`src/rtl/assert_macros.svh`:
```
// Assertion macros used by the RTL file that carries checks.
// Each macro expects a clock named clk and an active-low reset named arst_n.
`ifndef ASSERT_MACROS_SVH
`define ASSERT_MACROS_SVH

// Same-cycle implication.
`define ASSERT_SAME(label, ante, cons, msg) \
	label: assert property (@(posedge clk) disable iff (!arst_n) (ante) |-> (cons)) \
		else $error(msg);

// Next-cycle implication.
`define ASSERT_NEXT(label, ante, cons, msg) \
	label: assert property (@(posedge clk) disable iff (!arst_n) (ante) |=> (cons)) \
		else $error(msg);

`endif

```
`src/rtl/tlg_pkg.sv`:
```
// Shared types and constants of the toroidal life generation engine.
// No dependencies; imported by the controller, the datapath and the top level.
`timescale 1ns / 1ps

package tlg_pkg;

	localparam int CMD_W       = 2;
	localparam int COL_FIELD_W = 6;
	localparam int ROW_FIELD_W = 6;
	localparam int CFG_W       = 7;
	localparam int CFG_INDEX_W = 1;
	localparam int IN_DATA_W   = 16;
	localparam int OUT_DATA_W  = 8;

	localparam logic [CFG_INDEX_W-1:0] CFG_GRID_WIDTH  = 1'd0;
	localparam logic [CFG_INDEX_W-1:0] CFG_GRID_HEIGHT = 1'd1;

	localparam logic [CFG_W-1:0] RESET_GRID_SIZE = 7'd64;

	localparam logic [3:0] BIRTH_COUNT = 4'd3;
	localparam logic [3:0] STAY_COUNT  = 4'd2;

	typedef enum logic [CMD_W-1:0] {
		CMD_WRITE = 2'd0,
		CMD_READ  = 2'd1,
		CMD_STEP  = 2'd2,
		CMD_BAD   = 2'd3
	} cmd_t;

	typedef enum logic [2:0] {
		ST_CLEAR,
		ST_IDLE,
		ST_EXEC,
		ST_GEN,
		ST_RESP
	} state_t;

	// Commands from the controller to the datapath.
	typedef struct packed {
		logic capture;
		logic clear_run;
		logic exec_cell;
		logic gen_start;
		logic gen_run;
		logic gen_finish;
		logic load_out;
	} ctrl_cmd_t;

	// Status from the datapath to the controller.
	typedef struct packed {
		cmd_t cmd;
		logic clear_last;
		logic gen_last;
		logic out_free;
	} dp_status_t;

endpackage

```
`src/rtl/tlg_ctrl.sv`:
```
// Controller state machine of the life engine: clearing pass, item decode, sweep, result.
// Depends on tlg_pkg for the state, command and status types.
`timescale 1ns / 1ps

module tlg_ctrl
	import tlg_pkg::*;
(
	input  logic       clk,
	input  logic       arst_n,
	input  logic       s_tvalid,
	output logic       s_tready,
	input  dp_status_t status,
	output ctrl_cmd_t  ctrl
);

	state_t state_q;
	state_t state_d;

	always_ff @(posedge clk or negedge arst_n) begin
		if (!arst_n) begin
			state_q <= ST_CLEAR;
		end else begin
			state_q <= state_d;
		end
	end

	always_comb begin
		state_d = state_q;
		unique case (state_q)
			ST_CLEAR: begin
				if (status.clear_last) state_d = ST_IDLE;
			end
			ST_IDLE: begin
				if (s_tvalid) state_d = ST_EXEC;
			end
			ST_EXEC: begin
				if (status.cmd == CMD_STEP) state_d = ST_GEN;
				else state_d = ST_RESP;
			end
			ST_GEN: begin
				if (status.gen_last) state_d = ST_RESP;
			end
			ST_RESP: begin
				if (status.out_free) state_d = ST_IDLE;
			end
			default: state_d = ST_CLEAR;
		endcase
	end

	always_comb begin
		ctrl     = '0;
		s_tready = 1'b0;
		unique case (state_q)
			ST_CLEAR: begin
				ctrl.clear_run = 1'b1;
			end
			ST_IDLE: begin
				s_tready     = 1'b1;
				ctrl.capture = s_tvalid;
			end
			ST_EXEC: begin
				if (status.cmd == CMD_STEP) ctrl.gen_start = 1'b1;
				else ctrl.exec_cell = 1'b1;
			end
			ST_GEN: begin
				ctrl.gen_run    = 1'b1;
				ctrl.gen_finish = status.gen_last;
			end
			ST_RESP: begin
				ctrl.load_out = status.out_free;
			end
			default: ;
		endcase
	end

endmodule

```
`config.mk`:
```
export PLATFORM = sky130hd
export DESIGN_NAME = tlg_ctrl
export DESIGN_NICKNAME = d
export VERILOG_FILES = /design/src/rtl/assert_macros.svh /design/src/rtl/tlg_pkg.sv /design/src/rtl/tlg_ctrl.sv
export SDC_FILE = /design/constraint.sdc
export NUM_CORES = 1
export LEC_CHECK = 0
export CORE_AREA = 2 2 39 41
export DETAILED_ROUTE_END_ITERATION = 10
export DIE_AREA = 0 0 41 43
export DONT_BUFFER_PORTS = 1
export GPL_TIMING_DRIVEN = 1
export MAX_ROUTING_LAYER = met4
export PLACE_DENSITY = 0.31
export SETUP_SLACK_MARGIN = 0.5
export SLEW_MARGIN = 20
export SYNTH_ARGS = -nofsm -noshare
export SYNTH_HDL_FRONTEND = slang
export SYNTH_SLANG_ARGS = --single-unit
```
`constraint.sdc`:
```
create_clock -name clk -period 1.8 [get_ports clk]
set_input_delay 0.18 -clock clk [delete_from_list [all_inputs] [get_ports clk]]
set_output_delay 0.18 -clock clk [all_outputs]
set_load 0.01 [all_outputs]
```
==> results of run 1 <==
## worst paths after layout
check / startpoint / to / slack [ns] / cells after the start
min: status[1] / state_q[1] / 0.15 / 2
max reg2reg: state_q[0] / state_q[0] / 0.50 / 3
max: state_q[1] / ctrl[6] / 0.49 / 3
min reg2reg: state_q[2] / state_q[1] / 0.53 / 1
max in group asynchronous: arst_n / state_q[0] / 1.44 / 1
min in group asynchronous: arst_n / state_q[1] / 0.20 / 1
## layout by cell type (no fill, tap or decap)
master / synthesis / routed
buf_4: 0 / 7
clkbuf_4: 0 / 3
dfrtp_2: 0 / 3
nand2b_4: 0 / 2
nor3_1: 3 / 2
nor2_4: 0 / 1
nor2b_1: 1 / 1
and2_1: 2 / 1
nand2b_1: 2 / 1
nor3b_4: 0 / 1
nor3_4: 0 / 1
and3_1: 1 / 1
nand2_1: 1 / 1
and2_4: 0 / 1
mux2_2: 1 / 1
or4b_4: 1 / 1
o21ai_4: 0 / 1
nor2_1: 2 / 1
o22a_1: 1 / 1
o32ai_2: 0 / 1
nand3b_1: 1 / 1
nor3b_2: 0 / 1
a21boi_0: 1 / 1
a21oi_1: 1 / 1
a211oi_1: 1 / 1
o31ai_1: 1 / 1
clkbuf_1: 0 / 1
dlygate4sd3_1: 0 / 1
buf_12: 0 / 1
## layout make-up
cell class / instances / area [sq um]
sequential: 3 / 78.83
timing repair buffer: 9 / 82.58
clock buffer: 4 / 26.28
multi-input combinational: 25 / 239.0
tap: 16 / 20.02
fill: 159 / 937.1
## cells by family after synthesis
group,synth area share
DFF,0.2898
AOI/OAI and AO/OA,0.2078
buffers and inverters,0.03865
muxes,0.04348
and+or+nand+nor,0.4203
## what timing repair did
action | CTS | global route
setup endpoints to repair | 10 | 8
buffers inserted | 6 | 2
gates resized for setup | 13 | 2
hold buffers | 1 | 0
pin swaps | 3 | 3
hold endpoints to repair | 3 | 0
## power by group
part	switching (mW)	leakage, nW	total (mW)	internal, mW
sequential	0.0657	0.0346	0.170	0.104
combinational	0.224	0.123	0.502	0.277
clock	0.0302	0.0150	0.113	0.0828
## layer usage
layer	up-vias	wire, microns
li1	133	-
met1	130	311
met2	10	372
met3	0	52
met4	0	0
met5	-	0
## worst max-delay path, delay by kind of cell (launching register included)
family	cells	cell delay, ns
buffers and inverters	1	0.17
DFF	1	0.43
and+or+nand+nor	2	0.31
==> impl_metrics.ini, run 1 <==
[grt]
grt-busiest-layer = met2
grtUsageTotal = 0.09494
grt_pass1_vias = 273
grtUsageMet1 = 0.1299
grt_start_max_net_pins = 9
grt_first_pass_wirelength_microns = 1138
grtUsageMet3 = 0
gr-usage-met2 = 0.1438
overflow = 0
antenna_found_initial = 0

[clock_tree]
cts-root-buf = clkbuf_4
cts-buffers-inserted = 3
tritoncts = done
clock-sinks = 3
worstSkewPairLatency_ns = 0.22
ctsHtreeMaxLevel = 1
cts.clk_slew.worst_paths_ns = 0.04
ctsLongestPathBuffers = 2

[die]
dieArea_sq_um = 1763
io_pins = 16
rows = 14
start_util = 0.1872
core_area_sq_um = 1384
die_w_microns = 41
die-height_microns = 43

[power]
powerDensity_nw_per_um2 = 1757
p_total_uw = 784.9
peakVddDrop_mv = 0.3680
leakagePower_nw = 0.1728

[logic_synthesis]
ys.flop_type = dfrtp_1
synth.largest_area_cell = dfrtp_1
yosys-top-cells-area = dfrtp_1, nor3_1, nor3b_1
yosysWarnings = 0
synth-edff-count = 0
synthArstFlopShare = 1.000
syn-num-nets = 38
ys_ff_latch = 3
netlist_instances = 30
synth-seq-area-share = 0.2899
synth_area_sq_um = 259.0
netlist_top_cells_count = dfrtp_1, nor3_1
syn_area_per_cell_sq_um = 8.633
synth_top_area_frac = 0.2899
synthDistinctLibCells = 21

[route]
drtAntennaViolNets = 0
drc = 0
drt-pass1-iter-count = 4
vias = 273
routed_via_density = 4.789
drt-initial-drc-count = 1
wl_microns = 737
routedWlPerCell_microns = 12.93

[finish]
largestRegisters = state_q (3)
top_register = state_q
final_area_sq_um = 446.7
area_growth_pct = 72.46
largest_reg_flops = 3
nets = 50
utilization = 0.3228
drive_above_1_share = 0.6098
fin_cells = 57
antennaDiodeCount = 0

[place]
place_inst = 44
placement.io_buffers = 0
dp_slack_ns = 0.3798
place_congestion = 0.7935
hpwlAfterDp_microns = 480.7
placed_area_sq_um = 269.0

[timing]
worst_slack_ns = 0.4865
final.setup.tns_ns = 0
whs_ns = 0.1514
setup_viol_count_final = 0
worstMarginPinSlew_ns = 0.3618
fin_worst_skew_ns = 0.0005701
drv_slew = 0
post-route-period-util = 0.7297
maxSlewHeadroom = 0.7570
fmax_ghz = 0.7613
period_needed_ns = 1.314
rsz0062_at_grt = yes
finalHoldViolCount = 0

[worst_hold_path]
min_path_type = input pin to flop

[critical_path]
cp.arrival_ns = 1.13
cp-end-kind = output port
crit_fanout = 6
cp-start-kind = flop
critPathKind = flop to output port
slowest_stage = dfrtp_2
crit_required_ns = 1.62
crit_path_cell_trace = buf_4 > nor2_4 > and2_4
cpPeakStageDelay_ns = 0.43

[flow_run]
max-cap-violations = 0

[run_status]
outcome = finished, final reports clean
Note: power is estimated with default switching activity, not from simulation.
==> inputs of run 2 (changes only) <==
--- a/config.mk
+++ b/config.mk
@@ -11,7 +11,7 @@
 export DONT_BUFFER_PORTS = 1
 export GPL_TIMING_DRIVEN = 1
 export MAX_ROUTING_LAYER = met4
-export PLACE_DENSITY = 0.31
+export PLACE_DENSITY = 0.32
 export SETUP_SLACK_MARGIN = 0.5
 export SLEW_MARGIN = 20
 export SYNTH_ARGS = -nofsm -noshare
==> constraint.sdc (replaced) <==
create_clock -name clk -period 1.18 [get_ports clk]
set_input_delay 0.118 -clock clk [delete_from_list [all_inputs] [get_ports clk]]
set_output_delay 0.118 -clock clk [all_outputs]
set_load 0.01 [all_outputs]
==> run 2 against run 1 <==
  * Die area did not move
  * Setup slack got worse by 0.60 ns
  * Hold slack got worse by 0.064 ns
  * The run now ends with setup timing left
  * Sequential power rose by 23%
==> impl_metrics.ini, run 2 (synthesized netlist as in run 1, its figures left out) <==
[place]
hpwlAfterDp_microns = 590.5
dp_slack_ns = -0.09506
place_congestion = 0.7410
placed_area_sq_um = 354.1
placement.io_buffers = 0

[critical_path]
cpPeakStageDelay_ns = 0.39
cp-end-kind = flop
cp-start-kind = flop
crit_fanout = 3
critPathKind = flop to flop
slowest_stage = dfrtp_1
cp.arrival_ns = 1.39
crit_required_ns = 1.28
crit_path_cell_trace = buf_4 > mux2_2 > o21ai_4 > o32ai_1

[finish]
area_growth_pct = 102.9
final_common_cell = buf_4
drive_above_1_share = 0.7234
top_register = state_q
nets = 56
antennaDiodeCount = 0
n_fill_cell = 147
layout_common_cells = buf_4, buf_6, clkbuf_4
largestRegisters = state_q (3)
largest_reg_flops = 3
final_area_sq_um = 525.5

[route]
drt-initial-drc-count = 3
vias = 300
routed_via_density = 4.762
drt-pass1-iter-count = 4
drc = 0
routedWlPerCell_microns = 13.87
wl_microns = 874
drtAntennaViolNets = 0

[grt]
grt_pass1_vias = 311
grtUsageTotal = 0.1207
grt_start_max_net_pins = 7
antenna_found_initial = 0
overflow = 0
grt_first_pass_wirelength_microns = 1331

[die]
rows = 14
core_area_sq_um = 1384
dieArea_sq_um = 1763
start_util = 0.1872
io_pins = 16
die-height_microns = 43
die_w_microns = 41

[clock_tree]
ctsHtreeMaxLevel = 1
clock-sinks = 3
cts-root-buf = clkbuf_4
cts.clk_slew.worst_paths_ns = 0.04
ctsLongestPathBuffers = 2
worstSkewPairLatency_ns = 0.23
tritoncts = done
cts-buffers-inserted = 3

[flow_run]
max-cap-violations = 0

[timing]
final.setup.tns_ns = -0.6273
rsz0062_at_grt = yes
worstMarginPinSlew_ns = 0.2326
maxSlewHeadroom = 0.8436
setup_viol_count_final = 10
fmax_ghz = 0.7752
post-route-period-util = 1.093
whs_ns = 0.08746
period_needed_ns = 1.290
finalHoldViolCount = 0
worst_slack_ns = -0.1100
fin_worst_skew_ns = 0.0009433
drv_slew = 0

[power]
p_total_mw = 1.398
leakagePower_nw = 0.2200
peakVddDrop_mv = 1.183
powerDensity_nw_per_um2 = 2660

[run_status]
violations = setup timing
outcome = complete, but fails checks

[worst_hold_path]
min_path_type = input pin to flop
==> run 2: power breakdown <==
group	switching [mW]	internal [mW]
Combinational	0.445	0.567
Clock	0.0497	0.126
Sequential	0.0560	0.153
==> run 2: worst paths after layout <==
| check | startpoint | end | slack (ns) | cells past startpoint |
|---|---|---|---|---|
| max reg2reg | state_q[1] | state_q[0] | -0.11 | 4 |
| max | state_q[1] | state_q[0] | -0.11 | 4 |
| min reg2reg | state_q[2] | state_q[1] | 0.60 | 2 |
| max in group asynchronous | arst_n | state_q[2] | 0.89 | 1 |
| min | status[1] | state_q[1] | 0.09 | 2 |
| min in group asynchronous | arst_n | state_q[0] | 0.14 | 1 |
==> run 2: worst max-delay path: cells and delay by family (launching register included) <==
family / cells / cell delay (ns)
flip-flops: 1 / 0.39
multiplexers: 1 / 0.37
AO/OA/AOI/OAI: 2 / 0.26
buffers and inverters: 1 / 0.15
==> run 2: cell type report <==
type                            instances  area (sq um)  area share
Clock buffer                            4         26.28     0.05000
Multi-Input combinational cell         25         265.3      0.5048
Timing Repair Buffer                   15         137.6      0.2619
Tap cell                               16         20.02     0.03810
Sequential cell                         3         76.32      0.1452
==> run 2: metrics by stage <==
stage | util | cells
floorplan | - | 30
global placement | 0.2559 | 54
detailed placement | 0.2559 | 54
CTS | 0.3463 | 62
global route | 0.3797 | 63
finish | 0.3797 | 63
==> run 2: per-layer routing <==
layer,GRT usage,up-vias,part of all wire
li1,-,144,-
met2,0.1813,10,0.59
met1,0.1331,146,0.35
met5,-,-,0
met4,0.08000,0,0
met3,0.03141,0,0.054
==> run 2: what timing repair did <==
action / in CTS / in global routing
endpoints found under the setup margin: 11 / 11
pin swaps: 2 / 3
hold endpoints to repair: 3 / 0
gates resized for setup: 15 / 9
cloned: 0 / 0
setup buffers: 3 / 1
hold buffers: 1 / 0
==> inputs of run 3 (changes only) <==
--- a/config.mk
+++ b/config.mk
@@ -5,13 +5,14 @@
 export SDC_FILE = /design/constraint.sdc
 export NUM_CORES = 1
 export LEC_CHECK = 0
+export ABC_AREA = 1
 export CORE_AREA = 2 2 39 41
 export DETAILED_ROUTE_END_ITERATION = 10
 export DIE_AREA = 0 0 41 43
 export DONT_BUFFER_PORTS = 1
 export GPL_TIMING_DRIVEN = 1
 export MAX_ROUTING_LAYER = met4
-export PLACE_DENSITY = 0.32
+export PLACE_DENSITY = 0.33
 export SETUP_SLACK_MARGIN = 0.5
 export SLEW_MARGIN = 20
 export SYNTH_ARGS = -nofsm -noshare
==> run 3 against run 2 <==
  * The run still ends with setup timing left
  * Setup slack better by 0.097 ns
  * Global-route usage down 1.2 points
  * Combinational power down 14%
  * Non-clock buffer count down 5
  * Maximum frequency up 8.1%
  * Critical path depth unchanged
  * Wire length down 17%
  * Clock power about the same
  * Register-to-register slack better by 0.15 ns
  * Die area unchanged
  * Critical endpoint is now ctrl[4]
  * Highest routed layer unchanged
==> impl_metrics.ini, run 3 <==
[logic_synthesis]
synth_area_sq_um = 270.3
yosysWarnings = 0
ys_ff_latch = 3
synth-seq-area-share = 0.2778
syn-num-nets = 54
synth.largest_area_cell = dfrtp_1
synth_most_common_cell = nand2_1
netlist_top_cells_count = nand2_1, inv_1, nor2_1, dfrtp_1, nand3_1
netlist_instances = 46
synth-edff-count = 0
yosys-top-cells-area = dfrtp_1, nand2_1, inv_1
synthDistinctLibCells = 12
syn_area_per_cell_sq_um = 5.875
synthArstFlopShare = 1.000
synth_top_area_frac = 0.2778
ys.flop_type = dfrtp_1

[route]
drc = 0
wl_microns = 729
routedWlPerCell_microns = 9.720
drt-pass1-iter-count = 2
vias = 314
drtAntennaViolNets = 0
routed_via_density = 4.187
drt-initial-drc-count = 5

[place]
dp_slack_ns = 0.05581
place_congestion = 0.7173
placed_area_sq_um = 359.1
placement.io_buffers = 0
hpwlAfterDp_microns = 566.1
place_inst = 65

[finish]
antennaDiodeCount = 0
drive_above_1_share = 0.6441
area_growth_pct = 93.98
layout_common_cells = nor2_4, nand2_1, inv_1
largestRegisters = state_q (3)
fin_cells = 75
nets = 68
final_area_sq_um = 524.3
top_register = state_q
utilization = 0.3788
largest_reg_flops = 3

[critical_path]
cp.arrival_ns = 1.08
cpPeakStageDelay_ns = 0.39
crit_top_cell = nor2_4
critPathKind = flop to output port
cp-start-kind = flop
crit_path_cell_trace = buf_12 > nor2_4 > nand2_2 > nor2_4
slowest_stage = dfrtp_1
r2r_setup_slack_ns = 0.04
crit_fanout = 5
cp-end-kind = output port
crit_required_ns = 1.06

[clock_tree]
cts-buffers-inserted = 3
worstSkewPairLatency_ns = 0.23
ctsLongestPathBuffers = 2
ctsHtreeMaxLevel = 1
tritoncts = done
cts.clk_slew.worst_paths_ns = 0.03
cts-root-buf = clkbuf_4
clock-sinks = 3

[timing]
rsz0062_at_grt = yes
post-route-period-util = 1.011
period_needed_ns = 1.193
fmax_ghz = 0.8382
worstMarginPinSlew_ns = 0.3390
worst_slack_ns = -0.01309
fin_worst_skew_ns = 0.0008856
maxSlewHeadroom = 0.7732
drv_slew = 0
setup_viol_count_final = 2
finalHoldViolCount = 0

[die]
dieArea_sq_um = 1763
die-height_microns = 43
io_pins = 16
rows = 14
die_w_microns = 41
core_area_sq_um = 1384
start_util = 0.1953

[grt]
grt-busiest-layer = met2
grt_start_max_net_pins = 6
grt_pass1_vias = 319
grtUsageMet3 = 0.01571
overflow = 0
grt_first_pass_wirelength_microns = 1207
gr-usage-met2 = 0.1406
antenna_found_initial = 0
grtUsageMet1 = 0.1359
grtUsageTotal = 0.1082

[flow_run]
max-cap-violations = 0

[power]
leakagePower_nw = 0.2590
powerDensity_nw_per_um2 = 2412
p_total_mw = 1.264
peakVddDrop_mv = 0.8094

[run_status]
violations = setup timing
outcome = complete, but fails checks

[worst_hold_path]
min_path_type = input pin to flop
-- run 3: report_power, final --
part	switching, mW	total [mW]	internal, mW
clock network	0.0484	0.175	0.126
registers	0.0722	0.223	0.151
logic	0.469	0.867	0.398
total	0.589	1.26	0.675
-- run 3: routing by layer --
metal  part of all wire  routed length (microns)  vias to the layer above
li1                   -                        -                      162
met1               0.43                      312                      144
met2               0.54                      391                        8
met3              0.036                       26                        0
met4                  0                        0                        0
met5                  0                        0                        -
-- run 3: what timing repair did --
| action | CTS | global route |
|---|---|---|
| hold buffers | 1 | 0 |
| cloned | 0 | 0 |
| endpoints found under the setup margin | 11 | 11 |
| resized for setup | 19 | 5 |
| hold endpoints to repair | 3 | 0 |
| buffers inserted | 5 | 0 |
| pin swaps | 9 | 3 |
-- run 3: layout make-up --
class | instances | area, sq um
clock buffer | 4 | 26.28
fill | 161 | 859.6
inverter | 11 | 43.79
multi-input combinational | 31 | 246.5
sequential | 3 | 77.57
tap | 16 | 20.02
timing repair buffer | 10 | 110.1
-- run 3: kinds of logic (layout without fill, tap and decap cells) --
kind of cell	after synthesis	after routing	share of synthesized area
buffers and inverters	12	25	0.1944
AO/OA/AOI/OAI	2	2	0.04166
AND/OR/NAND/NOR	29	29	0.4861
flip-flops	3	3	0.2778
-- run 3: path summary, 6_finish.rpt --
path / startpoint / to / cells past startpoint
worst max-delay path: state_q[2] / ctrl[4] / 4
worst min-delay path: status[1] / state_q[1] / 3
worst max register to register: state_q[0] / state_q[1] / 7
worst min register to register: state_q[0] / state_q[0] / 2
max in group asynchronous: arst_n / state_q[1] / 1
min in group asynchronous: arst_n / state_q[0] / 1
-- run 3: critical path: cells and delay by family (launching register included) --
| family | cells | cell delay, ns |
|---|---|---|
| DFF | 1 | 0.39 |
| buffers and inverters | 1 | 0.15 |
| and+or+nand+nor | 3 | 0.31 |
-- run 3: through the flow --
step | setup TNS, ns | hold WS (ns)
after floorplan | 0 | -0.1776
final | -0.01975 | 0.1118
after CTS | -0.05959 | 0.1106
after global routing | -0.3636 | 0.1368
after global placement | 0 | -0.1775
after detailed placement | 0 | -0.1775
